`config.mk`:
```
export PLATFORM = sky130hd
export DESIGN_NAME = shape_pair_collision_test_unit
export DESIGN_NICKNAME = d
export VERILOG_FILES = /design/src/hw/rtl/spct_pkg.sv /design/src/hw/rtl/spct_prep.sv /design/src/hw/rtl/spct_geom.sv /design/src/hw/rtl/spct_square.sv /design/src/hw/rtl/spct_decide.sv /design/src/hw/rtl/shape_pair_collision_test_unit.sv
export SDC_FILE = /design/constraint.sdc
export NUM_CORES = 2
export LEC_CHECK = 0
export BUFFER_PORTS_ARGS = -buffer_cell sky130_fd_sc_hd__buf_2
export CAP_MARGIN = 0
export CORE_UTILIZATION = 65
export DETAILED_ROUTE_END_ITERATION = 16
export GPL_TIMING_DRIVEN = 0
export PLACE_DENSITY = 0.82
export REMOVE_ABC_BUFFERS = 1
export SLEW_MARGIN = 20
export SYNTH_ARGS = -nofsm -noshare
export SYNTH_HDL_FRONTEND = slang
export SYNTH_SLANG_ARGS = --single-unit
```
`constraint.sdc`:
```
create_clock -name clk -period 64.9 [get_ports clk]
set_clock_uncertainty 0.2 [all_clocks]
set_input_delay 16.225 -clock clk [delete_from_list [all_inputs] [get_ports clk]]
set_output_delay 16.225 -clock clk [all_outputs]
set_load 0.05 [all_outputs]
```
`src/hw/rtl/spct_pkg.sv`:
```
// Shared types, shape kind codes and default sizes for the shape pair collision test.
// No dependencies; every module of the block imports this package.

package spct_pkg;

    localparam int COORD_W = 18;
    localparam int LIM_W   = 16;
    localparam int SQ_W    = 34;
    localparam int DIST_W  = SQ_W + 1;

    localparam int BLOCK_W_DEF      = 512;
    localparam int BLOCK_H_DEF      = 512;
    localparam int POINT_MARGIN_DEF = 151;

    localparam logic [1:0] KIND_POINT   = 2'd0;
    localparam logic [1:0] KIND_RECT    = 2'd1;
    localparam logic [1:0] KIND_CIRCLE  = 2'd2;
    localparam logic [1:0] KIND_INVALID = 2'd3;

    typedef logic signed [COORD_W-1:0] coord_t;
    typedef logic [LIM_W-1:0]          lim_t;
    typedef logic [SQ_W-1:0]           sq_t;
    typedef logic [DIST_W-1:0]         dist_t;

    typedef enum logic [3:0] {
        MODE_NONE  = 4'b0001,
        MODE_BOX   = 4'b0010,
        MODE_DIST  = 4'b0100,
        MODE_CRECT = 4'b1000
    } mode_t;

    typedef struct packed {
        mode_t  mode;
        coord_t ux0;
        coord_t uy0;
        coord_t ux1;
        coord_t uy1;
        coord_t vx0;
        coord_t vy0;
        coord_t vx1;
        coord_t vy1;
        coord_t cx;
        coord_t cy;
        lim_t   lim;
    } prep_t;

    typedef struct packed {
        mode_t  mode;
        logic   box_ok;
        logic   span;
        coord_t dx0;
        coord_t dx1;
        coord_t dy0;
        coord_t dy1;
        lim_t   lim;
    } geom_t;

    typedef struct packed {
        mode_t mode;
        logic  box_ok;
        logic  span;
        sq_t   sx0;
        sq_t   sx1;
        sq_t   sy0;
        sq_t   sy1;
        sq_t   lim2;
    } sqr_t;

endpackage

```
`src/hw/rtl/spct_prep.sv`:
```
// First stage: decode the kinds of both shapes and lay out boxes, centres and limits.
// Depends on spct_pkg.

module spct_prep
    import spct_pkg::*;
#(
    parameter int BLOCK_W      = BLOCK_W_DEF,
    parameter int BLOCK_H      = BLOCK_H_DEF,
    parameter int POINT_MARGIN = POINT_MARGIN_DEF
)
(
    input  logic        clk,
    input  logic        rst_n,
    input  logic        en,
    input  logic        in_valid,
    input  logic [1:0]  kind_a,
    input  logic [15:0] a_x,
    input  logic [15:0] a_y,
    input  logic [14:0] a_width,
    input  logic [14:0] a_height,
    input  logic [13:0] a_radius,
    input  logic [1:0]  kind_b,
    input  logic [15:0] b_x,
    input  logic [15:0] b_y,
    input  logic [14:0] b_width,
    input  logic [14:0] b_height,
    input  logic [13:0] b_radius,
    output logic        out_valid,
    output prep_t       out_data
);

    localparam coord_t BW   = COORD_W'(BLOCK_W);
    localparam coord_t BH   = COORD_W'(BLOCK_H);
    localparam coord_t BW_H = COORD_W'(BLOCK_W / 2);
    localparam coord_t BH_H = COORD_W'(BLOCK_H / 2);
    localparam lim_t   MARG = LIM_W'(POINT_MARGIN);

    coord_t ax, ay, bx, by;
    coord_t a_ext_x, a_ext_y, b_ext_x, b_ext_y;
    coord_t a_off_x, a_off_y, b_off_x, b_off_y;
    coord_t a_x1, a_y1, b_x1, b_y1;
    coord_t a_cx, a_cy, b_cx, b_cy;
    lim_t   ar, br;
    prep_t  data_next;
    prep_t  data_reg;
    logic   valid_reg;

    always_comb
    begin
        ax = {{(COORD_W-16){a_x[15]}}, a_x};
        ay = {{(COORD_W-16){a_y[15]}}, a_y};
        bx = {{(COORD_W-16){b_x[15]}}, b_x};
        by = {{(COORD_W-16){b_y[15]}}, b_y};
        ar = {{(LIM_W-14){1'b0}}, a_radius};
        br = {{(LIM_W-14){1'b0}}, b_radius};

        // box extent and centre offset per kind
        a_ext_x = {{(COORD_W-15){1'b0}}, a_width};
        a_ext_y = {{(COORD_W-15){1'b0}}, a_height};
        a_off_x = {{(COORD_W-14){1'b0}}, a_radius};
        a_off_y = a_off_x;
        if (kind_a == KIND_POINT)
        begin
            a_ext_x = BW;
            a_ext_y = BH;
            a_off_x = BW_H;
            a_off_y = BH_H;
        end
        else if (kind_a == KIND_CIRCLE)
        begin
            a_ext_x = {{(COORD_W-15){1'b0}}, a_radius, 1'b0};
            a_ext_y = a_ext_x;
        end

        b_ext_x = {{(COORD_W-15){1'b0}}, b_width};
        b_ext_y = {{(COORD_W-15){1'b0}}, b_height};
        b_off_x = {{(COORD_W-14){1'b0}}, b_radius};
        b_off_y = b_off_x;
        if (kind_b == KIND_POINT)
        begin
            b_ext_x = BW;
            b_ext_y = BH;
            b_off_x = BW_H;
            b_off_y = BH_H;
        end
        else if (kind_b == KIND_CIRCLE)
        begin
            b_ext_x = {{(COORD_W-15){1'b0}}, b_radius, 1'b0};
            b_ext_y = b_ext_x;
        end

        a_x1 = ax + a_ext_x;
        a_y1 = ay + a_ext_y;
        b_x1 = bx + b_ext_x;
        b_y1 = by + b_ext_y;
        a_cx = ax + a_off_x;
        a_cy = ay + a_off_y;
        b_cx = bx + b_off_x;
        b_cy = by + b_off_y;

        data_next.mode = MODE_NONE;
        data_next.ux0  = ax;
        data_next.uy0  = ay;
        data_next.ux1  = a_x1;
        data_next.uy1  = a_y1;
        data_next.vx0  = bx;
        data_next.vy0  = by;
        data_next.vx1  = b_x1;
        data_next.vy1  = b_y1;
        data_next.cx   = b_cx;
        data_next.cy   = b_cy;
        data_next.lim  = br;

        if ((kind_a == KIND_POINT || kind_a == KIND_RECT)
            && (kind_b == KIND_POINT || kind_b == KIND_RECT))
        begin
            data_next.mode = MODE_BOX;
        end
        else if (kind_a == KIND_CIRCLE && kind_b == KIND_RECT)
        begin
            // circle a against rectangle b
            data_next.mode = MODE_CRECT;
            data_next.cx   = a_cx;
            data_next.cy   = a_cy;
            data_next.lim  = ar;
        end
        else if (kind_a == KIND_RECT && kind_b == KIND_CIRCLE)
        begin
            // circle b against rectangle a
            data_next.mode = MODE_CRECT;
            data_next.ux0  = bx;
            data_next.uy0  = by;
            data_next.ux1  = b_x1;
            data_next.uy1  = b_y1;
            data_next.vx0  = ax;
            data_next.vy0  = ay;
            data_next.vx1  = a_x1;
            data_next.vy1  = a_y1;
            data_next.cx   = b_cx;
            data_next.cy   = b_cy;
            data_next.lim  = br;
        end
        else if ((kind_a == KIND_CIRCLE || kind_a == KIND_POINT)
                 && (kind_b == KIND_CIRCLE || kind_b == KIND_POINT))
        begin
            // at least one circle here: centre a against centre b
            data_next.mode = MODE_DIST;
            data_next.vx0  = a_cx;
            data_next.vy0  = a_cy;
            data_next.vx1  = a_cx;
            data_next.vy1  = a_cy;
            data_next.cx   = b_cx;
            data_next.cy   = b_cy;
            if (kind_a == KIND_POINT)
                data_next.lim = br + MARG;
            else if (kind_b == KIND_POINT)
                data_next.lim = ar + MARG;
            else
                data_next.lim = ar + br;
        end
    end

    always_ff @(posedge clk or negedge rst_n)
    begin
        if (!rst_n)
            valid_reg <= 1'b0;
        else if (en)
            valid_reg <= in_valid;
    end

    always_ff @(posedge clk)
    begin
        if (en)
            data_reg <= data_next;
    end

    assign out_valid = valid_reg;
    assign out_data  = data_reg;

endmodule

```
`src/hw/rtl/spct_geom.sv`:
```
// Second stage: box overlap and centre span compares, corner offsets from the centre.
// Depends on spct_pkg.

module spct_geom
    import spct_pkg::*;
(
    input  logic  clk,
    input  logic  rst_n,
    input  logic  en,
    input  logic  in_valid,
    input  prep_t in_data,
    output logic  out_valid,
    output geom_t out_data
);

    geom_t data_next;
    geom_t data_reg;
    logic  valid_reg;

    always_comb
    begin
        data_next.mode   = in_data.mode;
        data_next.box_ok = !(in_data.ux1 < in_data.vx0) && !(in_data.ux0 > in_data.vx1)
                        && !(in_data.uy1 < in_data.vy0) && !(in_data.uy0 > in_data.vy1);
        data_next.span   = (in_data.cx < in_data.vx1 && in_data.cx > in_data.vx0)
                        || (in_data.cy < in_data.vy1 && in_data.cy > in_data.vy0);
        data_next.dx0    = in_data.vx0 - in_data.cx;
        data_next.dx1    = in_data.vx1 - in_data.cx;
        data_next.dy0    = in_data.vy0 - in_data.cy;
        data_next.dy1    = in_data.vy1 - in_data.cy;
        data_next.lim    = in_data.lim;
    end

    always_ff @(posedge clk or negedge rst_n)
    begin
        if (!rst_n)
            valid_reg <= 1'b0;
        else if (en)
            valid_reg <= in_valid;
    end

    always_ff @(posedge clk)
    begin
        if (en)
            data_reg <= data_next;
    end

    assign out_valid = valid_reg;
    assign out_data  = data_reg;

endmodule

```
`src/hw/rtl/spct_square.sv`:
```
// Third stage: square the corner offsets and the distance limit.
// Depends on spct_pkg.

module spct_square
    import spct_pkg::*;
(
    input  logic  clk,
    input  logic  rst_n,
    input  logic  en,
    input  logic  in_valid,
    input  geom_t in_data,
    output logic  out_valid,
    output sqr_t  out_data
);

    logic signed [2*COORD_W-1:0] px0, px1, py0, py1;
    logic [2*LIM_W-1:0]          pl;
    sqr_t data_next;
    sqr_t data_reg;
    logic valid_reg;

    always_comb
    begin
        px0 = in_data.dx0 * in_data.dx0;
        px1 = in_data.dx1 * in_data.dx1;
        py0 = in_data.dy0 * in_data.dy0;
        py1 = in_data.dy1 * in_data.dy1;
        pl  = in_data.lim * in_data.lim;

        data_next.mode   = in_data.mode;
        data_next.box_ok = in_data.box_ok;
        data_next.span   = in_data.span;
        data_next.sx0    = px0[SQ_W-1:0];
        data_next.sx1    = px1[SQ_W-1:0];
        data_next.sy0    = py0[SQ_W-1:0];
        data_next.sy1    = py1[SQ_W-1:0];
        data_next.lim2   = {{(SQ_W-2*LIM_W){1'b0}}, pl};
    end

    always_ff @(posedge clk or negedge rst_n)
    begin
        if (!rst_n)
            valid_reg <= 1'b0;
        else if (en)
            valid_reg <= in_valid;
    end

    always_ff @(posedge clk)
    begin
        if (en)
            data_reg <= data_next;
    end

    assign out_valid = valid_reg;
    assign out_data  = data_reg;

endmodule

```
`src/hw/rtl/spct_decide.sv`:
```
// Last stage: corner distance sums against the limit and the final verdict per test mode.
// Depends on spct_pkg; its register is the output register of the block.

module spct_decide
    import spct_pkg::*;
(
    input  logic clk,
    input  logic rst_n,
    input  logic en,
    input  logic in_valid,
    input  sqr_t in_data,
    output logic out_valid,
    output logic out_hit
);

    dist_t d00, d01, d10, d11, lim2;
    logic  near;
    logic  hit_next;
    logic  hit_reg;
    logic  valid_reg;

    always_comb
    begin
        d00  = {1'b0, in_data.sx0} + {1'b0, in_data.sy0};
        d01  = {1'b0, in_data.sx0} + {1'b0, in_data.sy1};
        d10  = {1'b0, in_data.sx1} + {1'b0, in_data.sy0};
        d11  = {1'b0, in_data.sx1} + {1'b0, in_data.sy1};
        lim2 = {1'b0, in_data.lim2};
        near = (d00 <= lim2) || (d01 <= lim2) || (d10 <= lim2) || (d11 <= lim2);

        case (in_data.mode)
            MODE_BOX:   hit_next = in_data.box_ok;
            MODE_DIST:  hit_next = (d00 <= lim2);
            MODE_CRECT: hit_next = in_data.box_ok && (in_data.span || near);
            default:    hit_next = 1'b0;
        endcase
    end

    always_ff @(posedge clk or negedge rst_n)
    begin
        if (!rst_n)
            valid_reg <= 1'b0;
        else if (en)
            valid_reg <= in_valid;
    end

    always_ff @(posedge clk)
    begin
        if (en)
            hit_reg <= hit_next;
    end

    assign out_valid = valid_reg;
    assign out_hit   = hit_reg;

endmodule

```
`src/hw/rtl/shape_pair_collision_test_unit.sv`:
```
// Top level of the shape pair collision test: stream ports and the four-stage pipeline.
// Depends on spct_pkg, spct_prep, spct_geom, spct_square and spct_decide.

// Takes one shape pair per clock cycle while the pipeline is not held and returns one hit
// flag per pair, in order, through the four register stages (kind decode and layout,
// compares and offsets, squaring, distance verdict), which advance together; the last
// one is the output register. While a result waits and m_axis_tready is low the whole
// pipeline holds, so s_axis_tready follows m_axis_tready or an empty output register
// within the same cycle. The squaring stage holds four corner squarers and one limit squarer.

module shape_pair_collision_test_unit
    import spct_pkg::*;
#(
    parameter int BLOCK_W      = BLOCK_W_DEF,
    parameter int BLOCK_H      = BLOCK_H_DEF,
    parameter int POINT_MARGIN = POINT_MARGIN_DEF
)
(
    input  logic         clk,
    input  logic         rst_n,
    input  logic         s_axis_tvalid,
    output logic         s_axis_tready,
    // a_x, a_y, a_width, a_height, a_radius, b_x, b_y, b_width, b_height, b_radius
    input  logic [151:0] s_axis_tdata,
    // kind_a, kind_b
    input  logic [3:0]   s_axis_tuser,
    output logic         m_axis_tvalid,
    input  logic         m_axis_tready,
    // hit, zero padding
    output logic [7:0]   m_axis_tdata
);

    logic  en;
    logic  prep_valid, geom_valid, sqr_valid, out_valid;
    logic  out_hit;
    prep_t prep_data;
    geom_t geom_data;
    sqr_t  sqr_data;

    assign en            = !out_valid || m_axis_tready;
    assign s_axis_tready = en;

    spct_prep #(
        .BLOCK_W      (BLOCK_W),
        .BLOCK_H      (BLOCK_H),
        .POINT_MARGIN (POINT_MARGIN)
    ) u_prep (
        .clk       (clk),
        .rst_n     (rst_n),
        .en        (en),
        .in_valid  (s_axis_tvalid),
        .kind_a    (s_axis_tuser[1:0]),
        .a_x       (s_axis_tdata[15:0]),
        .a_y       (s_axis_tdata[31:16]),
        .a_width   (s_axis_tdata[46:32]),
        .a_height  (s_axis_tdata[61:47]),
        .a_radius  (s_axis_tdata[75:62]),
        .kind_b    (s_axis_tuser[3:2]),
        .b_x       (s_axis_tdata[91:76]),
        .b_y       (s_axis_tdata[107:92]),
        .b_width   (s_axis_tdata[122:108]),
        .b_height  (s_axis_tdata[137:123]),
        .b_radius  (s_axis_tdata[151:138]),
        .out_valid (prep_valid),
        .out_data  (prep_data)
    );

    spct_geom u_geom (
        .clk       (clk),
        .rst_n     (rst_n),
        .en        (en),
        .in_valid  (prep_valid),
        .in_data   (prep_data),
        .out_valid (geom_valid),
        .out_data  (geom_data)
    );

    spct_square u_square (
        .clk       (clk),
        .rst_n     (rst_n),
        .en        (en),
        .in_valid  (geom_valid),
        .in_data   (geom_data),
        .out_valid (sqr_valid),
        .out_data  (sqr_data)
    );

    spct_decide u_decide (
        .clk       (clk),
        .rst_n     (rst_n),
        .en        (en),
        .in_valid  (sqr_valid),
        .in_data   (sqr_data),
        .out_valid (out_valid),
        .out_hit   (out_hit)
    );

    assign m_axis_tvalid = out_valid;
    assign m_axis_tdata  = {7'b0, out_hit};

endmodule

```
== Word level (Yosys, flattened, before mapping) ==
Index checks and enable logic that the tools add are counted.
Word-level totals
  output and inout port bits: 10
  bits in registers: 473
  input bits: 160
  word-level logic and storage cells: 130
Cells by class
  $mul: 5
  add/sub/neg operators: 19
  magnitude comparators: 12
  mux-type cells: 22
  equal/unequal tests: 7
  reductions and logical operators: 29
  bitwise gates (word level): 1
Operators with widths (number)
  two-way mux 124 bit: 2
  two-way mux 196 bit: 1
  two-way mux 144 bit: 1
  adder 34 x 34 -> 35 bit: 4
  less-or-equal comparator 35 x 32 -> 1 bit: 4
  multiplier 18 x 18 -> 34 bit: 4
  adder 16 x 18 -> 18 bit: 4
  greater-than comparator 18 bit: 4
  less-than comparator 18 bit: 4
  two-way mux 18 bit: 4
  two-way mux 72 bit: 1
  subtractor 18 bit: 4
  adder 16 x 15 -> 17 bit: 4
  two-way mux 15 bit: 4
  two-way mux 52 bit: 1
  multiplier 16 x 16 -> 32 bit: 1
  two-way mux 16 bit: 2
  adder 14 x 8 -> 15 bit (second input constant): 2
  two-way mux 14 bit: 2
  adder 14 x 14 -> 15 bit: 1
  logical AND 1 bit: 10
  logical OR 1 bit: 10
  two-way mux 4 bit: 2
  logical NOT 1 bit: 5
  other kinds (11): 14

== Logic depth before layout (Yosys ltp) ==
  word-level depth: 8
  mapped depth: 28
  depth with buffers taken out: 26

== Modules after synthesis ==
From an unflattened synthesis, not the netlist that was laid out.
Unflattened totals
  cells, all modules: 9469
  area total of the unflattened synthesis: 87498.9 sq um
Modules (own cells, without submodules)
  spct_square: sequential area each 5099.9 sq um, instances 1, cells an instance 5593, area an instance 54048.1 sq um
  spct_prep: sequential area each 5640.4 sq um, instances 1, cells an instance 1759, area an instance 15741.3 sq um
  spct_decide: sequential area each 55.1 sq um, instances 1, cells an instance 1283, area an instance 9567.9 sq um
  spct_geom: sequential area each 2847.7 sq um, instances 1, cells an instance 824, area an instance 8071.5 sq um
  shape_pair_collision_test_unit: sequential area each 0.0 sq um, instances 1, cells an instance 10, area an instance 70.1 sq um

== Worst setup path before layout ==
No wires, ideal clock.
  path type: input to output
  from: in m_axis_tready
  to: out s_axis_tready
  arrival time: 27.483 ns
  required time: 48.475 ns
  path buffers: 0
  cell stages on the path: 1
  slack: 20.992 ns
  cells stage by stage: nand2b_1
On the way
  word-level cells in the longest chain between the ends: 1
RTL lines
  start, declared: line shape_pair_collision_test_unit.sv:28  | input logic m_axis_tready,
  logical OR 1 bit: line shape_pair_collision_test_unit.sv:40  | assign en = !out_valid || m_axis_tready;
  end, declared: line shape_pair_collision_test_unit.sv:22  | output logic s_axis_tready,
No other way between the ends.

== Worst setup path after layout ==
Ends and elaborated chain as after synthesis.

==> impl_metrics.ini <==
[outcome]
status = finished, final reports clean

[finish]
fin_nets = 11800
nFillCells = 9951
stdcell_count = 11100
drive_gt1_share_pct = 3.98
area_growth_pct = 5.44

[critical_path]
criticalPathCategory = in -> out
setup.worst_path.end_class = output port
crit_arrival_ns = 18.15
crit_path_start_kind = input port
crit_fanout = 60
required_ns = 48.48

[placed_design]
dp_slack_ns = 30.36
dp_hpwl_um = 193000
port_buffers = 162
dpl.cell_count = 11000
gp_congestion = 0.977

[synth]
synth_edf_count = 454
syn_inst = 9291
syn_area_per_cell_sq_um = 9.26
ys_top_cells_by_area = fa_1 (30%), edfxtp_1 (16%), ha_1 (15%)
synth.largest_area_cell = fa_1
ys.flop_type = edfxtp_1
yosys.cell_types.count = 102
syn_area_sq_mm = 0.0860
async_reset_ff_share_pct = 0.873
synthDominantCellAreaShare_pct = 30.2
synth_most_common_cell = inv_1
yosys_warnings = 0
ys_ff_latch = 458
ys_seq_area_share_pct = 16.0
synth_common_cells = inv_1 (2,051), fa_1 (1,296), ha_1 (1,032), nand2_1 (797), edfxtp_1 (454)

[global_route]
grt_util_all_layers_pct = 35.6
antenna_found_initial = 10
overflow = 0
grt_pass1_wl_um = 372000
grt_max_degree = 73
grt_pass1_vias = 69800

[clocking]
clk_path_buf_depth = 3
cts_tree = built
clock-root-buffer = clkbuf_16
cts_inserted_buffers = 54
clk_latency_ns = 0.68
cts.clk_slew.worst_paths_ns = 0.06
cts-resized-gates = 0
post_cts_buffers = 0
cts_hold_buffers = 0
cts_max_level = 2
cts_sinks = 458

[run]
maxCapViolCount = 0

[drt]
vias_per_cell = 5.94
drt_wl_total_um = 234000
ant_nets = 0
drtIter0Drc = 5303
drcViolationCount = 0
first_pass_iters = 6
wl_per_cell_um = 21.1
num_vias = 66000

[sta]
fin_ws_ns = 30.33
rsz0062_at_grt = no
period_share_pct = 53.3
relSlewSlack_pct = 19.7
worst_pin_slew_ns = 1.20
fin_tns_setup_ns = 0
final-hold-violation-count = 0
finalSetupViolCount = 0
whs_ns = 0.218
fin_crit_ns = 34.57
slew_viol_final = 0
max_freq_mhz = 28.9

[floorplan]
io_pins = 170
die-area_sq_mm = 0.134
die_w_um = 366
die-height_um = 366
row_count = 133
coreArea_sq_mm = 0.131
start_util_pct = 65.4

[hold_path]
hold_path.class = reg -> reg
## worst paths after layout
| kind | from | slack, ns | depth (start not counted) | endpoint |
|---|---|---|---|---|
| max reg2reg | u_geom.out_data[67]$_DFFE_PP_ | 56.39 | 19 | u_square.out_data[132]$_DFFE_PP_ |
| min reg2reg | u_prep.out_data[5]$_DFFE_PP_ | 0.22 | 0 | u_geom.out_data[5]$_DFFE_PP_ |
| min in group asynchronous | rst_n | 15.14 | 1 | u_prep.out_valid$_DFFE_PN0P_ |
| min | u_prep.out_data[5]$_DFFE_PP_ | 0.22 | 0 | u_geom.out_data[5]$_DFFE_PP_ |
| max in group asynchronous | rst_n | 49.25 | 1 | u_decide.out_valid$_DFFE_PN0P_ |
| max | m_axis_tready | 30.33 | 7 | s_axis_tready |
## cell type report
type	instances	area, sq um	area share, %
diodes	3	7.51	0.00828
well taps	1755	2200	2.42
repair buffers	186	1350	1.48
clock buffers	57	1360	1.50
clock inverters	41	562	0.619
multi-input cells	6555	63800	70.3
flip-flops and latches	458	13700	15.1
inverters	2051	7700	8.49
## per-stage QoR
stage               instance area, sq um  util, %
floorplan                          85100        -
global placement                   88200     67.1
detailed placement                 88700     67.5
CTS                                90700     69.0
global route                       90700     69.0
finish                             90700     69.0
## per-layer routing
layer	global-route usage, %	up-vias	part of all wire, %
met5	0	-	0.018
met4	19.9	6	6.6
met3	5.65	697	8.0
met2	59.6	2831	48
met1	44.1	32500	38
li1	-	30000	-
## sequential cells by signal (all words and copies together), names as in the netlist
signal / cells
u_prep.out_data: 191
u_square.out_data: 169
u_geom.out_data: 93
u_decide.out_hit: 1
u_decide.out_valid: 1
u_geom.out_valid: 1
u_prep.out_valid: 1
u_square.out_valid: 1
## layout by cell type, fill, tap and decap left out, types with 54 or more instances in the layout
cell type  Yosys  layout
nand2_1      797     796
nand3_1      103     102
edfxtp_1     454     454
buf_2          1     162
nor2_1       451     444
xnor2_1      343     343
nor2b_1      114     113
a21oi_1      402     402
nand2b_1      86      85
inv_1       2051    2051
o21ai_0      358     357
a21o_1       193     193
fa_1        1296    1296
and2_1       312     312
ha_1        1032    1032
xor2_1       115     115
clkbuf_16      0      54
nor3_1       112     112
## critical path: stages
cell      delay (ns)
buf_2           0.07
nand2b_4        0.23
buf_16          0.29
buf_12          0.26
buf_16          0.29
buf_16          0.31
buf_2           0.33
## cells by family after synthesis
logic type | after synthesis | synth area share [%]
multiplexers | 21 | 0.257
flip-flops | 458 | 16.0
XOR/XNOR | 458 | 4.66
buffers and inverters | 2284 | 10.0
other | 1 | 0.00436
AND/OR/NAND/NOR | 2205 | 12.2
AO/OA/AOI/OAI | 1536 | 11.7
adder cells (fa/ha/maj) | 2328 | 45.2
Power is left out: the tool's default activity adds up to more than one toggle a clock period on the data nets, which glitch-free logic cannot reach.
